## src/hw/rtl/plbs_pkg.sv

```systemverilog
package plbs_pkg;

  // LED indexes, in service priority order
  localparam int unsigned LedCount = 4;
  localparam logic [1:0] LED_GREEN1 = 2'd0;
  localparam logic [1:0] LED_GREEN2 = 2'd1;
  localparam logic [1:0] LED_RED1   = 2'd2;
  localparam logic [1:0] LED_RED2   = 2'd3;

  // Opcodes
  localparam logic OP_TICK    = 1'b0;
  localparam logic OP_REQUEST = 1'b1;

  // Widths
  localparam int unsigned DurWidth = 15;
  localparam int unsigned CntWidth = 16;

  // Register map (word index = paddr[2])
  localparam int unsigned AddrWidth = 3;
  localparam logic REG_GREEN_DURATION = 1'b0;
  localparam logic REG_RED_DURATION   = 1'b1;

  localparam logic [DurWidth-1:0] DurReset = 15'd50;

  typedef struct packed {
    logic [DurWidth-1:0] green_duration;
    logic [DurWidth-1:0] red_duration;
  } cfg_t;

  typedef logic [LedCount-1:0] led_vec_t;

endpackage

```

## src/hw/rtl/plbs_cfg_regs.sv

```systemverilog
module plbs_cfg_regs (
  input  logic                              clk,
  input  logic                              rst,
  input  logic                              psel,
  input  logic                              penable,
  input  logic                              pwrite,
  input  logic [plbs_pkg::AddrWidth-1:0]    paddr,
  input  logic [31:0]                       pwdata,
  output logic [31:0]                       prdata,
  output logic                              pready,
  output plbs_pkg::cfg_t                    cfg
);

  logic wr_en;
  logic reg_sel;

  assign pready  = 1'b1;
  assign wr_en   = psel & penable & pwrite;
  assign reg_sel = paddr[2];

  // Register writes on the APB access phase
  always_ff @(posedge clk) begin
    if (rst) begin
      cfg.green_duration <= plbs_pkg::DurReset;
      cfg.red_duration   <= plbs_pkg::DurReset;
    end else if (wr_en) begin
      case (reg_sel)
        plbs_pkg::REG_GREEN_DURATION: cfg.green_duration <= pwdata[plbs_pkg::DurWidth-1:0];
        plbs_pkg::REG_RED_DURATION:   cfg.red_duration   <= pwdata[plbs_pkg::DurWidth-1:0];
        default: ;
      endcase
    end
  end

  // Read mux
  always_comb begin
    case (reg_sel)
      plbs_pkg::REG_GREEN_DURATION: prdata = {17'd0, cfg.green_duration};
      plbs_pkg::REG_RED_DURATION:   prdata = {17'd0, cfg.red_duration};
      default:                      prdata = 32'd0;
    endcase
  end

endmodule

```

## src/hw/rtl/plbs_led_engine.sv

```systemverilog
module plbs_led_engine (
  input  logic                     clk,
  input  logic                     rst,
  input  logic                     fire,
  input  logic                     opcode,
  input  logic [1:0]               led_select,
  input  plbs_pkg::cfg_t           cfg,
  output logic                     busy,
  output plbs_pkg::led_vec_t       level_next
);

  plbs_pkg::led_vec_t                pending;
  plbs_pkg::led_vec_t                pending_next;
  plbs_pkg::led_vec_t                level;
  logic [plbs_pkg::CntWidth-1:0]     count [plbs_pkg::LedCount];
  logic [plbs_pkg::CntWidth-1:0]     count_next [plbs_pkg::LedCount];

  logic                              any_pending;
  logic [1:0]                        serve_idx;
  logic                              is_green;
  logic [plbs_pkg::DurWidth-1:0]     dur;
  logic [plbs_pkg::CntWidth-1:0]     cnt_inc;
  logic                              first_half;
  logic                              done;

  // Fixed-priority pick of the LED to serve on a tick
  always_comb begin
    any_pending = |pending;
    if (pending[plbs_pkg::LED_GREEN1])      serve_idx = plbs_pkg::LED_GREEN1;
    else if (pending[plbs_pkg::LED_GREEN2]) serve_idx = plbs_pkg::LED_GREEN2;
    else if (pending[plbs_pkg::LED_RED1])   serve_idx = plbs_pkg::LED_RED1;
    else                                    serve_idx = plbs_pkg::LED_RED2;
  end

  // Counter advance and half compares for the served LED
  assign is_green   = ~serve_idx[1];
  assign dur        = is_green ? cfg.green_duration : cfg.red_duration;
  assign cnt_inc    = count[serve_idx] + 16'd1;
  assign first_half = cnt_inc < {1'b0, dur};
  assign done       = cnt_inc >= {dur, 1'b0};
  assign busy       = (opcode == plbs_pkg::OP_REQUEST) & pending[led_select];

  // Next state
  always_comb begin
    pending_next = pending;
    level_next   = level;
    for (int i = 0; i < plbs_pkg::LedCount; i++) count_next[i] = count[i];
    if (opcode == plbs_pkg::OP_REQUEST) begin
      pending_next[led_select] = 1'b1;
    end else if (any_pending) begin
      level_next[serve_idx] = is_green ? ~first_half : first_half;
      if (done) begin
        count_next[serve_idx]   = '0;
        pending_next[serve_idx] = 1'b0;
      end else begin
        count_next[serve_idx] = cnt_inc;
      end
    end
  end

  // State update once per transaction
  always_ff @(posedge clk) begin
    if (rst) begin
      pending <= '0;
      level   <= '0;
      for (int i = 0; i < plbs_pkg::LedCount; i++) count[i] <= '0;
    end else if (fire) begin
      pending <= pending_next;
      level   <= level_next;
      for (int i = 0; i < plbs_pkg::LedCount; i++) count[i] <= count_next[i];
    end
  end

endmodule

```

## src/hw/rtl/priority_led_blink_sequencer_core.sv

```systemverilog
// Channel  | Handshake                  | Payload
// ---------+----------------------------+------------------------------------------
// input    | in_valid / in_ready        | opcode, led_select
// output   | out_valid / out_ready      | busy_res, green_one, green_two, red_one,
//          |                            | red_two
// config   | APB psel/penable/pwrite    | paddr, pwdata, prdata, pready
//
// One transaction per cycle while out_ready is high, via the input register,
// then the result register. LED state is updated as an item leaves the input
// register. Synchronous active-high reset clears all LED state and sets both
// durations to 50. A stalled output holds its result while the input register
// still takes one more item; both stages then hold until out_ready returns.
module priority_led_blink_sequencer_core (
  input  logic                            clk,
  input  logic                            rst,
  input  logic                            in_valid,
  output logic                            in_ready,
  input  logic                            opcode,
  input  logic [1:0]                      led_select,
  output logic                            out_valid,
  input  logic                            out_ready,
  output logic                            busy_res,
  output logic                            green_one,
  output logic                            green_two,
  output logic                            red_one,
  output logic                            red_two,
  input  logic                            psel,
  input  logic                            penable,
  input  logic                            pwrite,
  input  logic [plbs_pkg::AddrWidth-1:0]  paddr,
  input  logic [31:0]                     pwdata,
  output logic [31:0]                     prdata,
  output logic                            pready
);

  plbs_pkg::cfg_t      cfg;
  plbs_pkg::led_vec_t  level_next;
  logic                busy;

  logic                s1_valid;
  logic                s1_opcode;
  logic [1:0]          s1_select;
  logic                out_free;
  logic                s1_fire;

  plbs_cfg_regs u_cfg (
    .clk     (clk),
    .rst     (rst),
    .psel    (psel),
    .penable (penable),
    .pwrite  (pwrite),
    .paddr   (paddr),
    .pwdata  (pwdata),
    .prdata  (prdata),
    .pready  (pready),
    .cfg     (cfg)
  );

  // Stage handshakes
  assign out_free = ~out_valid | out_ready;
  assign s1_fire  = s1_valid & out_free;
  assign in_ready = ~s1_valid | out_free;

  // Input register
  always_ff @(posedge clk) begin
    if (rst) begin
      s1_valid <= 1'b0;
    end else if (in_ready) begin
      s1_valid <= in_valid;
    end
  end

  always_ff @(posedge clk) begin
    if (in_ready && in_valid) begin
      s1_opcode <= opcode;
      s1_select <= led_select;
    end
  end

  plbs_led_engine u_engine (
    .clk        (clk),
    .rst        (rst),
    .fire       (s1_fire),
    .opcode     (s1_opcode),
    .led_select (s1_select),
    .cfg        (cfg),
    .busy       (busy),
    .level_next (level_next)
  );

  // Result register
  always_ff @(posedge clk) begin
    if (rst) begin
      out_valid <= 1'b0;
    end else if (out_free) begin
      out_valid <= s1_valid;
    end
  end

  always_ff @(posedge clk) begin
    if (s1_fire) begin
      busy_res  <= busy;
      green_one <= level_next[plbs_pkg::LED_GREEN1];
      green_two <= level_next[plbs_pkg::LED_GREEN2];
      red_one   <= level_next[plbs_pkg::LED_RED1];
      red_two   <= level_next[plbs_pkg::LED_RED2];
    end
  end

endmodule
```

## config.mk

```make
export PLATFORM = sky130hd
export DESIGN_NAME = priority_led_blink_sequencer_core
export DESIGN_NICKNAME = d
export VERILOG_FILES = /design/src/hw/rtl/plbs_pkg.sv /design/src/hw/rtl/plbs_cfg_regs.sv /design/src/hw/rtl/plbs_led_engine.sv /design/src/hw/rtl/priority_led_blink_sequencer_core.sv
export SDC_FILE = /design/constraint.sdc
export NUM_CORES = 1
export LEC_CHECK = 0
export BUFFER_PORTS_ARGS = -buffer_cell sky130_fd_sc_hd__buf_2
export CORE_MARGIN = 2
export CORE_UTILIZATION = 63
export CTS_CLUSTER_SIZE = 16
export DETAILED_ROUTE_END_ITERATION = 7
export GPL_TIMING_DRIVEN = 0
export PLACE_DENSITY = 0.86
export SETUP_SLACK_MARGIN = 0.05
export SYNTH_ARGS = -nofsm -noshare
export SYNTH_HDL_FRONTEND = slang
export SYNTH_SLANG_ARGS = --single-unit
export TNS_END_PERCENT = 30
```

## constraint.sdc

```tcl
create_clock -name clk -period 10.5 [get_ports clk]
set_input_delay 0 -clock clk [delete_from_list [all_inputs] [get_ports clk]]
set_output_delay 0 -clock clk [all_outputs]
set_load 0.005 [all_outputs]
```

==> results.py, run 1 <==
metrics = {
    "floorplanning": {
        "start_util": 0.642,
        "core-area_mm2": 0.0102,
        "io_pins": 85,
        "row_count": 37,
        "die_w_um": 106,
        "die_height_um": 106,
        "die_area_mm2": 0.0112,
    },
    "clock_tree": {
        "root_buffer": "clkbuf_8",
        "cts_made_buffers": 9,
        "clock_path_buffers": 2,
        "clock_latency_ns": 0.39,
        "cts_sinks": 112,
        "post-cts-setup-buffer-count": 0,
        "cts_tree": "built",
        "cts_max_level": 3,
        "clk_pin_slew_worst_paths_ns": 0.11,
    },
    "power_and_ir_drop": {
        "power.internal_uw": 675,
        "power.switching_uw": 302,
        "clkPwrFrac": 0.272,
        "peakVddDrop_mv": 0.0756,
        "powerDensity_mw_per_mm2": 132,
        "combinationalPowerShare": 0.217,
        "seqPwrFrac": 0.511,
        "power_uw": 977,
        "swShare": 0.309,
        "leakage_uw": 0.00280,
    },
    "yosys": {
        "ys_warn_count": 0,
        "syn_avg_cell_area_um2": 10.4,
        "synth_cells": 628,
        "synth-seq-area-share": 0.453,
        "synth.most_common_cell": "nand2_1",
        "synth_area_mm2": 0.00654,
        "synth-main-ff-cell": "edfxtp_1",
        "yosysTopAreaCell": "edfxtp_1",
        "ys_types": 62,
        "synthTopCellsByCount": "nand2_1, edfxtp_1, a32o_1",
        "async_flop_share": 0,
        "ys_top_cells_by_area": "edfxtp_1, dfxtp_1, a32o_1, nand2_1, ha_1",
        "yosysTopAreaCellShare": 0.331,
        "synth_edf_count": 72,
        "ys_ff_latch": 112,
    },
    "status": {
        "status": "completed",
    },
    "sta": {
        "clock_skew_ns": 0.0112,
        "setup_viol": 0,
        "worst_slew_pin_slew_ns": 0.977,
        "fmax_mhz": 185,
        "min_period_ns": 5.42,
        "rsz0062_at_grt": "no",
        "period_share": 0.516,
        "finalWorstSetupSlack_ns": 5.08,
        "finalHoldViolCount": 0,
        "maxSlewHeadroom": 0.344,
        "fin_tns_setup_ns": 0,
        "drv_slew": 0,
    },
    "grt": {
        "grt_util_all_layers": 0.325,
        "grt_pass1_vias": 5850,
        "grt_pass1_wl_um": 28400,
        "grt_remaining_overflow": 0,
        "antenna_found_initial": 0,
        "grt_max_degree": 66,
    },
    "job": {
        "maxCapViolCount": 0,
    },
    "setup_path": {
        "crit_path_end_kind": "register",
        "crit_arrival_ns": 5.67,
        "worstSetupStartpointType": "register",
        "crit_required_ns": 10.75,
        "criticalPathCategory": "register to register",
        "crit_fanout": 10,
    },
    "layout": {
        "drive_gt1_frac": 0.171,
        "multi_input_area_mm2": 0.00326,
        "fillers": 702,
        "final_util": 0.727,
        "regArea_mm2": 0.00296,
        "n_antenna_cell": 0,
        "finalNetCount": 792,
        "area_growth_pct": 13.2,
    },
    "placement": {
        "routabilityCongestion": 0.988,
        "place_ws_ns": 5.39,
        "io_buffer_count": 45,
        "dp_hpwl_um": 12000,
    },
    "drt": {
        "dr.pass1.iters": 7,
        "wl_um": 18000,
        "num_vias": 5877,
        "wl_per_cell_um": 20.9,
        "drtIter0Drc": 579,
        "detail-route-antenna-nets": 0,
        "viasPerCell": 6.82,
        "drc_errors": 0,
    },
    "min_path": {
        "min_path_type": "primary input to register",
    },
}
-- path summary, 6_finish.rpt --
check                      start                   end  slack, ns  cells past startpoint
max          u_engine.pending[0]  u_engine.count[1][6]       5.08                     16
max reg2reg  u_engine.pending[0]  u_engine.count[1][6]       5.08                     16
min                          rst     u_engine.level[2]       0.10                      3
min reg2reg        u_cfg.cfg[10]         u_cfg.cfg[10]       0.48                      2
-- stage by stage --
stage               cells  cell area [um2]  hold WS [ns]
floorplan             644             6600        0.0989
global placement      825             7000         0.181
detailed placement    825             7000         0.187
CTS                   862             7410        0.0805
global route          862             7410         0.131
finish                862             7410         0.103
-- placed cells by master, fill, tap and decap left out, types with 3 or more instances in the layout --
| master | synthesis | layout |
|---|---|---|
| a222oi_1 | 3 | 3 |
| buf_2 | 7 | 52 |
| inv_1 | 13 | 13 |
| dlygate4sd3_1 | 0 | 21 |
| o21ai_0 | 15 | 15 |
| clkbuf_8 | 0 | 10 |
| conb_1 | 2 | 18 |
| o221ai_1 | 3 | 3 |
| nor2_1 | 31 | 31 |
| clkbuf_1 | 23 | 25 |
| a21oi_1 | 39 | 39 |
| nand3b_1 | 3 | 3 |
| edfxtp_1 | 72 | 72 |
| and3_1 | 4 | 4 |
| buf_1 | 4 | 4 |
| a221oi_1 | 3 | 3 |
| a22o_1 | 3 | 3 |
| mux2_2 | 20 | 20 |
| buf_4 | 19 | 19 |
| ha_1 | 26 | 26 |
| o21a_1 | 6 | 6 |
| nor2b_1 | 6 | 6 |
| xnor2_1 | 10 | 10 |
| nor3b_1 | 3 | 3 |
| nand4_1 | 5 | 5 |
| a2bb2o_1 | 3 | 3 |
| mux2i_1 | 31 | 31 |
| nor4_1 | 3 | 3 |
| nand2b_1 | 9 | 9 |
| nand3_1 | 14 | 14 |
| and2_1 | 4 | 4 |
| dfxtp_1 | 40 | 40 |
| a311oi_1 | 3 | 3 |
| a32o_1 | 57 | 57 |
| or3_1 | 3 | 3 |
| buf_6 | 5 | 5 |
| nor3_1 | 12 | 12 |
| nand2_1 | 89 | 88 |
-- layer usage --
layer	GRT usage	routed length, um	vias up
met5	0	0	-
met4	0.193	830	0
met3	0.0607	1920	74
met2	0.534	8710	471
met1	0.399	6550	2771
li1	-	-	2561
-- flip-flops by register name (all words and copies together) (netlist names), 2 cells and up --
signal / count
u_engine.level: 4
u_engine.count: 64
u_cfg.cfg: 30
u_engine.pending: 4
s1_select: 2
-- repair_timing --
item | in CTS | in global routing
endpoints found under the hold margin | 35 | 0
resized for setup | 0 | 0
hold buffers | 21 | 0
-- cells by family after synthesis --
family / count (synthesis) / share of synthesized area
AND/OR/NAND/NOR: 192 / 0.137
adder cells (fa/ha/maj): 26 / 0.0497
AO/OA/AOI/OAI: 160 / 0.199
multiplexers: 52 / 0.0853
other: 2 / 0.00115
flip-flops: 112 / 0.453
buffers and inverters: 72 / 0.0593
XOR/XNOR: 12 / 0.0161
-- critical path: stages (launching register included) --
cell and delay [ns]:
dfxtp_1 0.36, clkbuf_1 0.25, buf_2 0.26, a222oi_1 0.62, nand3_2 0.38, nor3_1 0.38, xnor2_1 0.36, ha_1 0.36
a2111oi_0 0.52, o21ai_0 0.20, or3_1 0.43, a311oi_1 0.26, o21a_1 0.21, o31a_4 0.17, buf_6 0.15, buf_6 0.17
a32o_1 0.19
-- power by group through the flow --
stage | sequential (uW) | clock, uW | combinational [uW]
after floorplan | 506 | 0 | 139
after global placement | 509 | 0 | 188
after detailed placement | 509 | 0 | 197
after CTS | 499 | 259 | 204
after global routing | 502 | 277 | 227
final | 500 | 266 | 212
-- cell type report --
class,instances,share of cell area
tap,136,0.0230
inverter,14,0.00710
buffer,58,0.0453
sequential,112,0.400
clock inverter,3,0.00287
clock buffer,13,0.0230
multi-input combinational,460,0.440
timing repair buffer,66,0.0588
(Power assumes the default switching activity.)
==> run 2: changes to the inputs <==
- ABC_AREA: default -> 1
- CORE_UTILIZATION: 63 -> 53
- PLACE_DENSITY: 0.86 -> 0.77
- clock period: 10.5 -> 4.9 ns (I/O delays scaled with it)
==> results.py, run 2 <==
metrics = {
    "layout": {
        "finalNetCount": 1105,
        "largest_reg_flops": 64,
        "reg_top3": "u_engine.count x64, u_cfg.cfg x30",
        "fillers": 1153,
        "n_antenna_cell": 0,
        "drive_gt1_frac": 0.120,
        "top_register": "u_engine.count",
        "layout_common_cells": "nand2_1, a21oi_1, inv_1",
        "final_common_cell": "nand2_1",
        "area_growth_pct": 15.8,
        "final_util": 0.634,
    },
    "placement": {
        "io_buffer_count": 46,
        "dp_hpwl_um": 13800,
        "routabilityCongestion": 0.888,
    },
    "yosys": {
        "synth-seq-area-share": 0.425,
        "ys_top_cells_by_area": "edfxtp_1, nand2_1, dfxtp_1, a21oi_1, o21ai_0",
        "synthTopCellsByCount": "nand2_1, a21oi_1, inv_1",
        "synth_area_mm2": 0.00697,
        "async_flop_share": 0,
        "synth-main-ff-cell": "edfxtp_1",
        "ys_types": 41,
        "synth.most_common_cell": "nand2_1",
        "yosysTopAreaCell": "edfxtp_1",
        "synth_cells": 938,
        "ys_ff_latch": 112,
        "synth_edf_count": 72,
        "ys_warn_count": 0,
        "syn_avg_cell_area_um2": 7.43,
        "yosysTopAreaCellShare": 0.310,
    },
    "power_and_ir_drop": {
        "peakVddDrop_mv": 0.163,
        "powerDensity_mw_per_mm2": 305,
        "leakage_uw": 0.00359,
    },
    "drt": {
        "drc_errors": 0,
        "wl_per_cell_um": 15.6,
        "drtIter0Drc": 623,
        "wl_um": 18900,
        "viasPerCell": 5.35,
        "detail-route-antenna-nets": 0,
        "num_vias": 6477,
        "dr.pass1.iters": 5,
    },
    "sta": {
        "holdWs_ns": 0.104,
        "fmax_mhz": 232,
        "maxSlewHeadroom": 0.471,
        "min_period_ns": 4.30,
        "clock_skew_ns": 0.00501,
        "worst_slew_pin_slew_ns": 0.790,
        "finalHoldViolCount": 0,
        "rsz0062_at_grt": "no",
        "period_share": 0.878,
        "drv_slew": 0,
        "setup_viol": 0,
    },
    "clock_tree": {
        "cts_sinks": 112,
        "cts_resized": 0,
        "clk_pin_slew_worst_paths_ns": 0.08,
        "root_buffer": "clkbuf_16",
        "cts_tree": "built",
        "clock_latency_ns": 0.37,
        "cts_max_level": 3,
        "clock_path_buffers": 2,
        "cts_made_buffers": 9,
    },
    "min_path": {
        "min_path_type": "primary input to register",
    },
    "setup_path": {
        "crit_required_ns": 5.11,
        "crit_path_end_kind": "register",
        "crit_arrival_ns": 4.52,
        "crit_fanout": 10,
        "criticalPathCategory": "register to register",
        "worstSetupStartpointType": "register",
    },
    "grt": {
        "grt.met1_usage": 0.376,
        "grt_remaining_overflow": 0,
        "top_usage_layer": "met2",
        "grt_pass1_wl_um": 31000,
        "grt_use_met2": 0.450,
        "grt_max_degree": 27,
        "grt_util_all_layers": 0.278,
        "met3_usage": 0.0444,
        "antenna_found_initial": 0,
        "grt_pass1_vias": 6041,
    },
    "status": {
        "status": "completed",
    },
    "job": {
        "maxCapViolCount": 0,
    },
    "floorplanning": {
        "start_util": 0.548,
        "io_pins": 85,
        "core-area_mm2": 0.0127,
        "row_count": 41,
        "die_area_mm2": 0.0141,
        "die_height_um": 119,
        "die_w_um": 119,
    },
}
-- run 2: cell count changes after synthesis, moves of 10 or more --
cell | previous run | this run
mux2i_1 | 31 | 2
nand2_1 | 89 | 273
nand3_1 | 14 | 51
inv_1 | 13 | 89
o21ai_0 | 15 | 77
a32o_1 | 57 | 0
mux2_2 | 20 | 0
a21oi_1 | 39 | 97
nand3b_1 | 3 | 13
nor3_1 | 12 | 1
nor2_1 | 31 | 79
-- run 2: stage by stage --
stage	setup slack, ns	instance area [um2]	total power [uW]	setup TNS [ns]	std cells
after floorplan	0.705	7030	1490	0	954
after global placement	-0.831	7470	1630	-53.82	1172
after detailed placement	0.631	7530	1650	0	1174
after CTS	0.609	8060	2460	0	1211
after global routing	0.139	8060	2580	0	1211
final	0.599	8060	2460	0	1211
-- run 2: power by group --
group	switching [uW]	internal, uW	total, uW
clock	375	435	810
sequential	25.8	1050	1080
combinational	380	193	573
total	781	1680	2460
-- run 2: worst paths after layout --
kind / start / slack [ns] / end / cells past startpoint
setup / recovery: u_engine.pending[1] / 0.60 / u_engine.count[1][7] / 26
hold reg to reg: u_cfg.cfg[15] / 0.48 / u_cfg.cfg[15] / 2
hold / removal: rst / 0.10 / u_engine.count[3][14] / 4
setup reg to reg: u_engine.pending[1] / 0.60 / u_engine.count[1][7] / 26
-- run 2: per-layer routing --
layer  routed length (um)  share of wire
met4                  439          0.023
met5                    0              0
met2                 8940           0.47
met1                 8090           0.43
met3                 1410          0.075
-- run 2: cell families after synthesis --
group           synth area share
buf+inv                    0.101
compound gates             0.147
other cells              0.00108
flops                      0.425
mux                      0.00287
fa+ha+maj                 0.0467
simple gates               0.271
xor+xnor                 0.00503
-- run 2: cell type report --
type,count,area (um2),share of cell area
sequential,112,2960,0.367
clock buffer,10,250,0.0310
tap,172,215,0.0267
clock inverter,6,72.6,0.00900
timing repair buffer,69,488,0.0605
inverter,100,375,0.0466
multi-input combinational,686,3370,0.418
buffer,56,327,0.0405
-- run 2: worst max-delay path, cell delays in order, from the launching register on --
cell and delay (ns):
dfxtp_1 0.45, inv_1 0.12, buf_2 0.24, o21ai_0 0.13, a21oi_2 0.22, ha_1 0.17, inv_1 0.05, nor2_1 0.13
inv_1 0.07, nor2_1 0.17, inv_1 0.11, nor2_1 0.13, nand2_1 0.12, nor3_1 0.25, xnor2_1 0.16, inv_1 0.10
ha_1 0.30, nand2_1 0.06, inv_1 0.03, nand2_1 0.07, nor2_1 0.06, nand3_1 0.12, nand3_4 0.22, nor2_4 0.23
buf_4 0.22, nand2_1 0.07, a21oi_1 0.14
-- run 2: timing repair --
item,4_1_cts,5_1_grt
endpoints found under the hold margin,35,0
setup buffers,0,0
hold buffers,21,0
